## src/hw/rtl/pdd_pkg.sv

```systemverilog
// Shared types and constants for the PI position drive with deadband.
// No dependencies; imported by every module of the block.
package pdd_pkg;

    localparam int POS_W   = 24;          // encoder / target width, signed
    localparam int ERR_W   = POS_W + 1;   // target minus position
    localparam int ACC_W   = POS_W + 2;   // integral before clamp
    localparam int GAIN_W  = 16;
    localparam int LIM_W   = 23;
    localparam int DUTY_W  = 8;
    localparam int PERR_W  = GAIN_W + 1 + ERR_W;   // 42
    localparam int PSUM_W  = GAIN_W + 1 + POS_W;   // 41
    localparam int FRAC_W  = 16;                   // Q0.16 gains
    localparam int CMAG_W  = PERR_W - FRAC_W;      // 26

    // Register map (index = paddr[4:2])
    localparam logic [2:0] REG_PROP_GAIN   = 3'd0;
    localparam logic [2:0] REG_INTEG_GAIN  = 3'd1;
    localparam logic [2:0] REG_DEAD_ZONE   = 3'd2;
    localparam logic [2:0] REG_INTEG_LIMIT = 3'd3;
    localparam logic [2:0] REG_PWM_FLOOR   = 3'd4;
    localparam logic [2:0] REG_PWM_CEILING = 3'd5;

    // Reset values (50 rad^-1 and 2 rad^-1 scaled to counts, Q0.16)
    localparam logic [GAIN_W-1:0] RST_PROP_GAIN   = 16'd5027;
    localparam logic [GAIN_W-1:0] RST_INTEG_GAIN  = 16'd201;
    localparam logic [15:0]       RST_DEAD_ZONE   = 16'd130;
    localparam logic [LIM_W-1:0]  RST_INTEG_LIMIT = 23'd32595;
    localparam logic [DUTY_W-1:0] RST_PWM_FLOOR   = 8'd100;
    localparam logic [DUTY_W-1:0] RST_PWM_CEILING = 8'd255;

    typedef struct packed {
        logic [GAIN_W-1:0] prop_gain;
        logic [GAIN_W-1:0] integ_gain;
        logic [15:0]       dead_zone;
        logic [LIM_W-1:0]  integ_limit;
        logic [DUTY_W-1:0] pwm_floor;
        logic [DUTY_W-1:0] pwm_ceiling;
    } pdd_cfg_t;

    typedef struct packed {
        logic                    mode;
        logic signed [POS_W-1:0] position_count;
        logic signed [POS_W-1:0] new_target;
    } pdd_item_t;

    // Error stage result
    typedef struct packed {
        logic signed [ERR_W-1:0] err;
        logic signed [POS_W-1:0] acc;
        logic                    within_band;
    } pdd_err_t;

    typedef struct packed {
        logic [DUTY_W-1:0] forward_duty;
        logic [DUTY_W-1:0] reverse_duty;
        logic              within_band;
    } pdd_result_t;

endpackage

```

## src/hw/rtl/pdd_integ.sv

```systemverilog
// Error and integral stage: holds target and accumulated error, registers
// error, clamped integral and deadband flag. Depends on pdd_pkg.
module pdd_integ
    import pdd_pkg::*;
(
    input  logic      clk,
    input  logic      rst_n,
    input  pdd_cfg_t  cfg,
    input  pdd_item_t item,
    input  logic      load,
    output pdd_err_t  stage
);

    logic signed [POS_W-1:0] target_reg, target_next;
    logic signed [POS_W-1:0] sum_reg, sum_next;
    pdd_err_t                stage_reg, stage_next;

    logic signed [POS_W-1:0] base_tgt;
    logic signed [POS_W-1:0] base_sum;
    logic signed [ERR_W-1:0] err;
    logic        [ERR_W-1:0] mag;
    logic signed [ACC_W-1:0] acc_raw;
    logic signed [ACC_W-1:0] lim_pos;
    logic signed [ACC_W-1:0] lim_neg;
    logic signed [ACC_W-1:0] acc_clamp;
    logic                    outside;

    always_comb
    begin
        base_tgt = item.mode ? item.new_target : target_reg;
        base_sum = item.mode ? '0 : sum_reg;
        err      = ERR_W'(base_tgt) - ERR_W'(item.position_count);
        mag      = err[ERR_W-1] ? ERR_W'(-err) : ERR_W'(err);
        outside  = mag > ERR_W'(cfg.dead_zone);

        acc_raw  = ACC_W'(base_sum) + ACC_W'(err);
        lim_pos  = ACC_W'(signed'({1'b0, cfg.integ_limit}));
        lim_neg  = -lim_pos;
        if (acc_raw > lim_pos)
        begin
            acc_clamp = lim_pos;
        end
        else if (acc_raw < lim_neg)
        begin
            acc_clamp = lim_neg;
        end
        else
        begin
            acc_clamp = acc_raw;
        end

        target_next            = base_tgt;
        sum_next               = outside ? acc_clamp[POS_W-1:0] : '0;
        stage_next.err         = err;
        stage_next.acc         = acc_clamp[POS_W-1:0];
        stage_next.within_band = !outside;
    end

    always_ff @(posedge clk or negedge rst_n)
    begin
        if (!rst_n)
        begin
            target_reg <= '0;
            sum_reg    <= '0;
        end
        else if (load)
        begin
            target_reg <= target_next;
            sum_reg    <= sum_next;
        end
    end

    always_ff @(posedge clk)
    begin
        if (load)
        begin
            stage_reg <= stage_next;
        end
    end

    assign stage = stage_reg;

endmodule

```

## src/hw/rtl/pdd_drive.sv

```systemverilog
// Drive stages: gain products, then sum, magnitude, shift and duty clamp.
// Depends on pdd_pkg.
module pdd_drive
    import pdd_pkg::*;
(
    input  logic        clk,
    input  pdd_cfg_t    cfg,
    input  pdd_err_t    stage,
    input  logic        load_prod,
    input  logic        load_out,
    output pdd_result_t result
);

    logic signed [PERR_W-1:0] perr_reg, perr_next;
    logic signed [PSUM_W-1:0] psum_reg, psum_next;
    logic                     band_reg;
    pdd_result_t              result_reg, result_next;

    logic signed [PERR_W-1:0] total;
    logic        [PERR_W-1:0] tmag;
    logic        [CMAG_W-1:0] cmag;
    logic        [DUTY_W-1:0] sat;
    logic        [DUTY_W-1:0] raised;
    logic        [DUTY_W-1:0] duty;
    logic                     neg;

    assign perr_next = $signed({1'b0, cfg.prop_gain}) * stage.err;
    assign psum_next = $signed({1'b0, cfg.integ_gain}) * stage.acc;

    always_ff @(posedge clk)
    begin
        if (load_prod)
        begin
            perr_reg <= perr_next;
            psum_reg <= psum_next;
            band_reg <= stage.within_band;
        end
    end

    always_comb
    begin
        // drive = -total; forward when total is negative
        total  = perr_reg + PERR_W'(psum_reg);
        neg    = total[PERR_W-1];
        tmag   = neg ? PERR_W'(-total) : PERR_W'(total);
        cmag   = tmag[PERR_W-1:FRAC_W];
        sat    = (|cmag[CMAG_W-1:DUTY_W]) ? {DUTY_W{1'b1}} : cmag[DUTY_W-1:0];
        raised = (sat < cfg.pwm_floor) ? cfg.pwm_floor : sat;
        duty   = (raised > cfg.pwm_ceiling) ? cfg.pwm_ceiling : raised;

        result_next.forward_duty = '0;
        result_next.reverse_duty = '0;
        result_next.within_band  = band_reg;
        if (!band_reg && (cmag != '0))
        begin
            if (neg)
            begin
                result_next.forward_duty = duty;
            end
            else
            begin
                result_next.reverse_duty = duty;
            end
        end
    end

    always_ff @(posedge clk)
    begin
        if (load_out)
        begin
            result_reg <= result_next;
        end
    end

    assign result = result_reg;

endmodule

```

## src/hw/rtl/pi_position_drive_deadband.sv

```systemverilog
// Top level of the PI position drive with deadband and anti-windup.
// Depends on pdd_pkg, pdd_integ and pdd_drive.
//
//  channel   dir  fields (low bit first)
//  s_axis    in   tuser: mode | tdata: position_count[23:0], new_target[47:24]
//  m_axis    out  tdata: forward_duty[7:0], reverse_duty[15:8], within_band[16]
//  apb       cfg  six registers at byte offsets 0x00..0x14
//
// One beat per clock sustained while m_tready stays high. Four register levels:
// input register, error/integral stage (target and accumulated error update
// here), gain product stage, result register; each beat passes through them
// in that order before it is valid on m_axis.
// rst_n clears the valid flags, target and integral; cfg takes its reset values.
// A stalled result only holds the result register; the stages behind it keep
// filling until all four hold a beat, then s_tready drops.
module pi_position_drive_deadband
    import pdd_pkg::*;
(
    input  logic        clk,
    input  logic        rst_n,
    // input stream
    input  logic        s_tvalid,
    output logic        s_tready,
    input  logic [47:0] s_tdata,   // position_count[23:0], new_target[47:24]
    input  logic        s_tuser,   // mode
    // result stream
    output logic        m_tvalid,
    input  logic        m_tready,
    output logic [23:0] m_tdata,   // forward_duty[7:0], reverse_duty[15:8],
                                   // within_band[16], zero fill above
    // configuration
    input  logic        psel,
    input  logic        penable,
    input  logic        pwrite,
    input  logic [4:0]  paddr,
    input  logic [31:0] pwdata,
    output logic [31:0] prdata,
    output logic        pready
);

    pdd_cfg_t    cfg_reg, cfg_next;
    pdd_item_t   item_reg;
    pdd_err_t    err_stage;
    pdd_result_t result;

    logic v_in_reg,  v_in_next;
    logic v_err_reg, v_err_next;
    logic v_prd_reg, v_prd_next;
    logic v_out_reg, v_out_next;

    logic s_fire;
    logic ld_err;
    logic ld_prd;
    logic ld_out;
    logic cfg_wr;
    logic [2:0] reg_idx;

    // ---------------- configuration port ----------------
    assign pready  = 1'b1;
    assign cfg_wr  = psel && penable && pwrite && pready;
    assign reg_idx = paddr[4:2];

    always_comb
    begin
        cfg_next = cfg_reg;
        if (cfg_wr)
        begin
            unique case (reg_idx)
                REG_PROP_GAIN:   cfg_next.prop_gain   = pwdata[GAIN_W-1:0];
                REG_INTEG_GAIN:  cfg_next.integ_gain  = pwdata[GAIN_W-1:0];
                REG_DEAD_ZONE:   cfg_next.dead_zone   = pwdata[15:0];
                REG_INTEG_LIMIT: cfg_next.integ_limit = pwdata[LIM_W-1:0];
                REG_PWM_FLOOR:   cfg_next.pwm_floor   = pwdata[DUTY_W-1:0];
                REG_PWM_CEILING: cfg_next.pwm_ceiling = pwdata[DUTY_W-1:0];
                default:         cfg_next = cfg_reg;   // unmapped: dropped
            endcase
        end
    end

    always_comb
    begin
        unique case (reg_idx)
            REG_PROP_GAIN:   prdata = 32'(cfg_reg.prop_gain);
            REG_INTEG_GAIN:  prdata = 32'(cfg_reg.integ_gain);
            REG_DEAD_ZONE:   prdata = 32'(cfg_reg.dead_zone);
            REG_INTEG_LIMIT: prdata = 32'(cfg_reg.integ_limit);
            REG_PWM_FLOOR:   prdata = 32'(cfg_reg.pwm_floor);
            REG_PWM_CEILING: prdata = 32'(cfg_reg.pwm_ceiling);
            default:         prdata = '0;
        endcase
    end

    always_ff @(posedge clk or negedge rst_n)
    begin
        if (!rst_n)
        begin
            cfg_reg.prop_gain   <= RST_PROP_GAIN;
            cfg_reg.integ_gain  <= RST_INTEG_GAIN;
            cfg_reg.dead_zone   <= RST_DEAD_ZONE;
            cfg_reg.integ_limit <= RST_INTEG_LIMIT;
            cfg_reg.pwm_floor   <= RST_PWM_FLOOR;
            cfg_reg.pwm_ceiling <= RST_PWM_CEILING;
        end
        else
        begin
            cfg_reg <= cfg_next;
        end
    end

    // ---------------- pipeline flow control ----------------
    // Each stage loads when it has a beat and the one ahead is empty or
    // moving this cycle.
    assign ld_out   = v_prd_reg && (!v_out_reg || m_tready);
    assign ld_prd   = v_err_reg && (!v_prd_reg || ld_out);
    assign ld_err   = v_in_reg  && (!v_err_reg || ld_prd);
    assign s_tready = !v_in_reg || ld_err;
    assign s_fire   = s_tvalid && s_tready;

    always_comb
    begin
        v_in_next  = s_fire ? 1'b1 : (ld_err   ? 1'b0 : v_in_reg);
        v_err_next = ld_err ? 1'b1 : (ld_prd   ? 1'b0 : v_err_reg);
        v_prd_next = ld_prd ? 1'b1 : (ld_out   ? 1'b0 : v_prd_reg);
        v_out_next = ld_out ? 1'b1 : (m_tready ? 1'b0 : v_out_reg);
    end

    always_ff @(posedge clk or negedge rst_n)
    begin
        if (!rst_n)
        begin
            v_in_reg  <= 1'b0;
            v_err_reg <= 1'b0;
            v_prd_reg <= 1'b0;
            v_out_reg <= 1'b0;
        end
        else
        begin
            v_in_reg  <= v_in_next;
            v_err_reg <= v_err_next;
            v_prd_reg <= v_prd_next;
            v_out_reg <= v_out_next;
        end
    end

    // input register
    always_ff @(posedge clk)
    begin
        if (s_fire)
        begin
            item_reg.mode           <= s_tuser;
            item_reg.position_count <= s_tdata[23:0];
            item_reg.new_target     <= s_tdata[47:24];
        end
    end

    // ---------------- datapath ----------------
    pdd_integ u_integ (
        .clk   (clk),
        .rst_n (rst_n),
        .cfg   (cfg_reg),
        .item  (item_reg),
        .load  (ld_err),
        .stage (err_stage)
    );

    pdd_drive u_drive (
        .clk       (clk),
        .cfg       (cfg_reg),
        .stage     (err_stage),
        .load_prod (ld_prd),
        .load_out  (ld_out),
        .result    (result)
    );

    assign m_tvalid = v_out_reg;
    assign m_tdata  = {7'b0, result.within_band, result.reverse_duty,
                       result.forward_duty};

    // ---------------- checks ----------------
    // Only one direction is ever driven.
    assert property (@(posedge clk) disable iff (!rst_n)
        m_tvalid |-> (m_tdata[7:0] == 8'd0 || m_tdata[15:8] == 8'd0))
        else $error("both duty outputs nonzero");

    // Inside the deadband the motor is stopped.
    assert property (@(posedge clk) disable iff (!rst_n)
        (m_tvalid && m_tdata[16]) |-> (m_tdata[15:0] == 16'd0))
        else $error("duty nonzero inside deadband");

    // With the result register empty nothing can hold the input back.
    assert property (@(posedge clk) disable iff (!rst_n)
        !m_tvalid |-> s_tready)
        else $error("input stalled with empty result register");

    // A beat taken into the result register shows up as valid next cycle.
    assert property (@(posedge clk) disable iff (!rst_n)
        ld_out |=> m_tvalid)
        else $error("result load lost");

endmodule
```

## config.mk

```make
export PLATFORM = sky130hd
export DESIGN_NAME = pi_position_drive_deadband
export DESIGN_NICKNAME = d
export VERILOG_FILES = /design/src/hw/rtl/pdd_pkg.sv /design/src/hw/rtl/pdd_integ.sv /design/src/hw/rtl/pdd_drive.sv /design/src/hw/rtl/pi_position_drive_deadband.sv
export SDC_FILE = /design/constraint.sdc
export NUM_CORES = 2
export LEC_CHECK = 0
export BUFFER_PORTS_ARGS = -buffer_cell sky130_fd_sc_hd__buf_2
export CORE_ASPECT_RATIO = 1.75
export CORE_UTILIZATION = 30
export CTS_CLUSTER_SIZE = 30
export DETAILED_ROUTE_END_ITERATION = 7
export HOLD_SLACK_MARGIN = 0.15
export PLACE_DENSITY = 0.46
export SYNTH_ARGS = -nofsm -noshare
export SYNTH_HDL_FRONTEND = slang
export SYNTH_HIERARCHICAL = 1
export SYNTH_SLANG_ARGS = --single-unit
export TNS_END_PERCENT = 1
```

## constraint.sdc

```tcl
create_clock -name clk -period 17.9 [get_ports clk]
set_input_delay 3.58 -clock clk [delete_from_list [all_inputs] [get_ports clk]]
set_output_delay 3.58 -clock clk [all_outputs]
set_load 0.02 [all_outputs]
```

# Word level (Yosys, flattened, before mapping)

Index checks and enable logic that the tools add are counted.
W data, S select, Z words.

Add/subtract/negate cells: 6
Multiply operators: 2
Div/mod/pow operators: 0
$lt $le $gt $ge: 5
Equal/unequal tests: 5
Shifts and indexed selects: 0
Mux-type cells: 19
Bitwise gates (word level): 1
Reduce and logical (&&, ||, !) cells: 32

Operators by type and width:

| kind                | count |
|---|---|
| $pmux W23 S6        | 1 |
| $mux W24            | 5 |
| $add A42 B41 Y42    | 1 |
| $mul A17 B25 Y42    | 1 |
| $mux W42            | 1 |
| $neg A42 Y42        | 1 |
| $mul A17 B24 Y41    | 1 |
| $add A24 B25 Y26    | 1 |
| $gt A26 B24 Y1      | 1 |
| $lt A26 B26 Y1      | 1 |
| $neg A23 Y26        | 1 |
| $reduce_bool A26 Y1 | 1 |
| $gt A25 B16 Y1      | 1 |
| $mux W25            | 1 |
| $neg A25 Y25        | 1 |
| $sub A24 B24 Y25    | 1 |
| $mux W8             | 3 |
| $reduce_or A18 Y1   | 1 |
| $reduce_and A2 Y1   | 7 |
| $gt A8 B8 Y1        | 1 |
| $lt A8 B8 Y1        | 1 |
| $mux W1             | 8 |
| $reduce_bool A2 Y1  | 4 |
| $logic_and A1 B1 Y1 | 7 |
| 8 further kinds     | 18 |

Flip-flop bits (word level): 339
Latch bits: 0
Memory bits (writable): 0
ROM bits: 0
Input port bits: 93
Output and inout bits: 59
Logic and storage cells: 94
Memories kept: 0

# Longest topological paths before layout

Depth after elaboration: 10
Depth in mapped cells: 40
Depth with buffers taken out: 38

# Cells and area by module

The synthesis kept the hierarchy.

Modules (own cells, without submodules):

| module                     | instances | cells an instance | area an instance (um2) | sequential area each (um2) |
|---|---|---|---|---|
| pdd_drive                  | 1         | 3,828             | 35,153.7               | 3,032.9 |
| pdd_integ                  | 1         | 1,281             | 10,607.7               | 2,702.6 |
| pi_position_drive_deadband | 1         | 351               | 5,849.4                | 3,792.4 |

# Least setup slack after synthesis

No wires, ideal clock.

Kind: input to register
Start: in m_tready
End: reg u_drive.band_reg, enable pin
Library setup time: 655 ps
Arrival time: 9,765 ps
Required time: 17,245 ps
Path slack: 7,480 ps
Stages: 2
Buffers on the path: 0
Cell sequence: nor2b_1 > a21boi_0

Word-level cells in the longest chain between the ends: 4

RTL lines:

| element                | RTL line                          | text |
|---|---|---|
| start: declaration     | pi_position_drive_deadband.sv:28  | `input logic m_tready,` |
| $logic_or A1 B1 Y1     | pi_position_drive_deadband.sv:113 | `assign ld_out = v_prd_reg && (!v_out_reg \|\| m_tready);` |
| $logic_and A1 B1 Y1    | pi_position_drive_deadband.sv:113 |  |
| $logic_or A1 B1 Y1     | pi_position_drive_deadband.sv:114 | `assign ld_prd = v_err_reg && (!v_prd_reg \|\| ld_out);` |
| $logic_and A1 B1 Y1    | pi_position_drive_deadband.sv:114 |  |
| net ld_prd             | pi_position_drive_deadband.sv:53  | `logic ld_prd;` |
| end signal: assignment | pdd_drive.sv:36                   | `band_reg <= stage.within_band;` |
| end: declaration       | pdd_drive.sv:16                   | `logic band_reg;` |

The timed path passes the listed nets, and every way through them passes these cells.
A chain may end at the register's enable or synchronous reset.

# Worst setup path in the final report

Start: reg item_reg[48] in the netlist's numbering
End: reg u_integ.stage_reg (netlist bit u_integ/stage[12]) (data pin)

Word-level cells in the longest chain between the ends: 6
Elaborated cells on any way between the ends: 8
Classes of those cells: add/sub: 2; order compare: 2; mux: 4

RTL lines:

| element                   | RTL line                         | text |
|---|---|---|
| start: declaration        | pi_position_drive_deadband.sv:42 | `pdd_item_t item_reg;` |
| $mux W24 *                | pdd_integ.sv:30                  | `base_tgt = item.mode ? item.new_target : target_reg;` |
| net u_integ.base_tgt[4]   | pdd_integ.sv:18                  | `logic signed [POS_W-1:0] base_tgt;` |
| $sub A24 B24 Y25 *        | pdd_integ.sv:32                  | `err = ERR_W'(base_tgt) - ERR_W'(item.position_count);` |
| net u_integ.err[7]        | pdd_integ.sv:20                  | `logic signed [ERR_W-1:0] err;` |
| $add A24 B25 Y26 *        | pdd_integ.sv:36                  | `acc_raw = ACC_W'(base_sum) + ACC_W'(err);` |
| $lt A26 B26 Y1            | pdd_integ.sv:43                  | `else if (acc_raw < lim_neg)` |
| $mux W24                  | pdd_integ.sv:43                  |  |
| $mux W24 *                | pdd_integ.sv:39                  | `if (acc_raw > lim_pos)` |
| net u_integ.acc_clamp[11] | pdd_integ.sv:25                  | `logic signed [ACC_W-1:0] acc_clamp;` |
| end signal: assignment    | pdd_integ.sv:77                  | `stage_reg <= stage_next;` |
| end: declaration          | pdd_integ.sv:16                  | `pdd_err_t stage_reg, stage_next;` |

The timed path passes the listed nets; every way through them passes the cells marked *.

==> flow_metrics.tcl <==
set metrics [dict create \
    largest_reg_flops 87 \
    grt_overflow 0 \
    skew_ns 0.0447 \
    finalWirelength_um 173000 \
    netlist_instances 5460 \
    cp.arrival_ns 10.75 \
    hpwl_um 136000 \
    worstSetupPathDepth 31 \
    cpMostUsedCell "nor2_1" \
    cpMaxStageDelayCell "nand2_1" \
    cts.path.max_buffers 3 \
    yosysMostFrequentCell "inv_1" \
    path_delay_family "compound AO/OA/AOI/OAI gates" \
    cp_num_buf_inv 1 \
    synthToLayoutAreaGrowth_pct 8.21 \
    whs_endpoint "u_drive/band_reg$_DFFE_PP_" \
    path_class "reg2reg" \
    drv_cap 0 \
    final_hold_viol_count 0 \
    route.detailed.drc 0 \
    netlist.top_cell.by_area "fa_1" \
    clk_pin_slew_ns 0.06 \
    drt_iter0_markers 1664 \
    via_count 38900 \
    ant_nets 0 \
    clock-sinks 339 \
    hp-class "reg2reg" \
    yosys-top-cells-area "fa_1, edfxtp_1, ha_1" \
    yosys_warnings 6 \
    cts_root_buffer "clkbuf_16" \
    die_area_mm2 0.174 \
    drive_gt1_frac 0.0894 \
    post-route-min-period_ns 10.46 \
    grt_pass1_wl_um 259000 \
    track_usage 0.200 \
    synth_area_mm2 0.0516 \
    core_mm2 0.171 \
    antenna_found_initial 16 \
    avgRoutedWirePerCell_um 22.3 \
    start_util 0.302 \
    slowest_delay_ns 0.77 \
    htreeDepth 2 \
    ys_types 121 \
    slew_headroom 0.226 \
    place_area_mm2 0.0545 \
    first_global_vias 42100 \
    clock_latency_ns 0.62 \
    hp-start "u_integ/stage[0]$_DFFE_PP_" \
    post-cts-setup-buffer-count 0 \
    ys_seq_elements 339 \
    rrSetupSlack_ns 7.44 \
    numCtsBuffers 40 \
    endpoint_kind "register" \
    rr_worst_depth 31 \
    start_kind "register" \
    syn_avg_cell_area_um2 9.45 \
    ctsResizeCount 0 \
    rsz0062_at_grt "no" \
    synth_edf_count 200 \
    fmax_mhz 95.6 \
    worstPathRequired_ns 18.20 \
    synth_common_cells "inv_1, fa_1, nand2_1, and2_1, ha_1" \
    num_rows 201 \
    nNetsFinal 6707 \
    io_pins 152 \
    holdPathStages 0 \
    place_congestion 0.895 \
    r2r-start "item_reg[48]$_DFFE_PP_" \
    timing.final.crit_share 0.584 \
    cts_tree "built" \
    crit_fanout 48 \
    timing.setup.tns_ns 0 \
    via_per_inst 5.02 \
    ys.flop_type "edfxtp_1" \
    n_fill_cell 17900 \
    setup_violations 0 \
    synth_top_area_frac 0.299 \
    r2r-end "u_integ/stage[12]$_DFFE_PP_" \
    port_buffers 123 \
    die_x_um 316 \
    ys_seq_area_frac 0.185 \
    final_area_mm2 0.0558 \
    async_flop_share 0.410 \
    status "completed" \
    slew_viol_final 0 \
    drt_pass1_iterations 7 \
    die_h_um 551 \
    hold_buffers 0 \
    grt_max_degree 77 \
    worst_pin_slew_ns 1.15 \
]
==> per-stage QoR <==
step                      worst slack, ns  hold WS, ns  cells   util
final                                7.44        0.432   7745  0.327
after global routing                 6.64        0.452   7738  0.326
after CTS                            7.53        0.435   7737  0.326
after detailed placement             7.56        0.415   7663  0.319
after global placement               7.67        0.415   7663  0.319
after floorplan                      7.48        0.400   5475      -
==> cells in the final DEF, fill, tap and decap left out, types with 20 or more instances in the layout <==
cell / n
ha_1: 371
o21a_1: 44
dfrtp_1: 103
nor2_1: 221
a31oi_1: 31
clkbuf_16: 42
xnor2_1: 136
buf_2: 122
nor4_1: 20
buf_4: 52
edfxtp_1: 200
nor3_1: 72
mux2i_1: 27
and2_1: 374
dfstp_2: 35
o21ai_0: 114
inv_1: 998
nand4_1: 35
nand2b_1: 33
a21oi_1: 189
a21o_1: 89
and3_1: 43
xor2_1: 53
nor2b_1: 39
or3_1: 20
mux2_2: 109
nand2_1: 619
a211oi_1: 42
fa_1: 771
o211ai_1: 28
o31ai_1: 22
nand3_1: 64
==> worst max path at each step <==
stage                              startpoint                         endpoint  slack [ns]
4_1_cts                item_reg[48]$_DFFE_PP_  u_integ/sum_reg[22]$_DFFE_PN0P_        7.53
5_1_grt        u_drive/perr_reg[12]$_DFFE_PP_  u_drive/result[4]$_SDFFCE_PP0P_        6.64
3_3_place_gp           item_reg[48]$_DFFE_PP_  u_integ/sum_reg[22]$_DFFE_PN0P_        7.67
6_report               item_reg[48]$_DFFE_PP_      u_integ/stage[12]$_DFFE_PP_        7.44
2_1_floorplan                        m_tready       u_drive/band_reg$_DFFE_PP_        7.48
3_5_place_dp           item_reg[48]$_DFFE_PP_  u_integ/sum_reg[22]$_DFFE_PN0P_        7.56
==> cells by family after synthesis <==
kind of cell,count (synthesis),share of synthesized area
other cells,2,0.000146
xor+xnor,193,0.0336
buf+inv,1219,0.0924
compound gates,777,0.105
mux,157,0.0365
simple gates,1629,0.158
fa+ha+maj,1144,0.389
flops,339,0.185
==> layout make-up <==
cell class | count | area, um^2 | area share
Tap cell | 2233 | 2790 | 0.0500
Clock buffer | 51 | 1120 | 0.0201
Clock inverter | 23 | 206 | 0.00370
Antenna cell | 8 | 20.0 | 0.000358
Timing Repair Buffer | 175 | 1010 | 0.0181
Inverter | 999 | 3750 | 0.0671
Multi-Input combinational cell | 3917 | 37400 | 0.670
Sequential cell | 339 | 9530 | 0.171
==> routing by layer <==
metal	global-route usage	wire length, um
met5	0	69
met1	0.206	61400
met4	0.107	10300
met2	0.394	96200
met3	0.0160	4800
==> worst reg2reg max path, delay by kind of cell (launching register included) <==
kind	cells	cell delay, ns
buf+inv	1	0.56
flops	1	0.32
compound gates	13	3.62
fa+ha+maj	3	1.04
simple gates	12	3.55
xor+xnor	1	0.63
mux	1	0.47
Power is not shown: default switching activity piles up to over one toggle a cycle in this logic, so the estimate is an artifact.
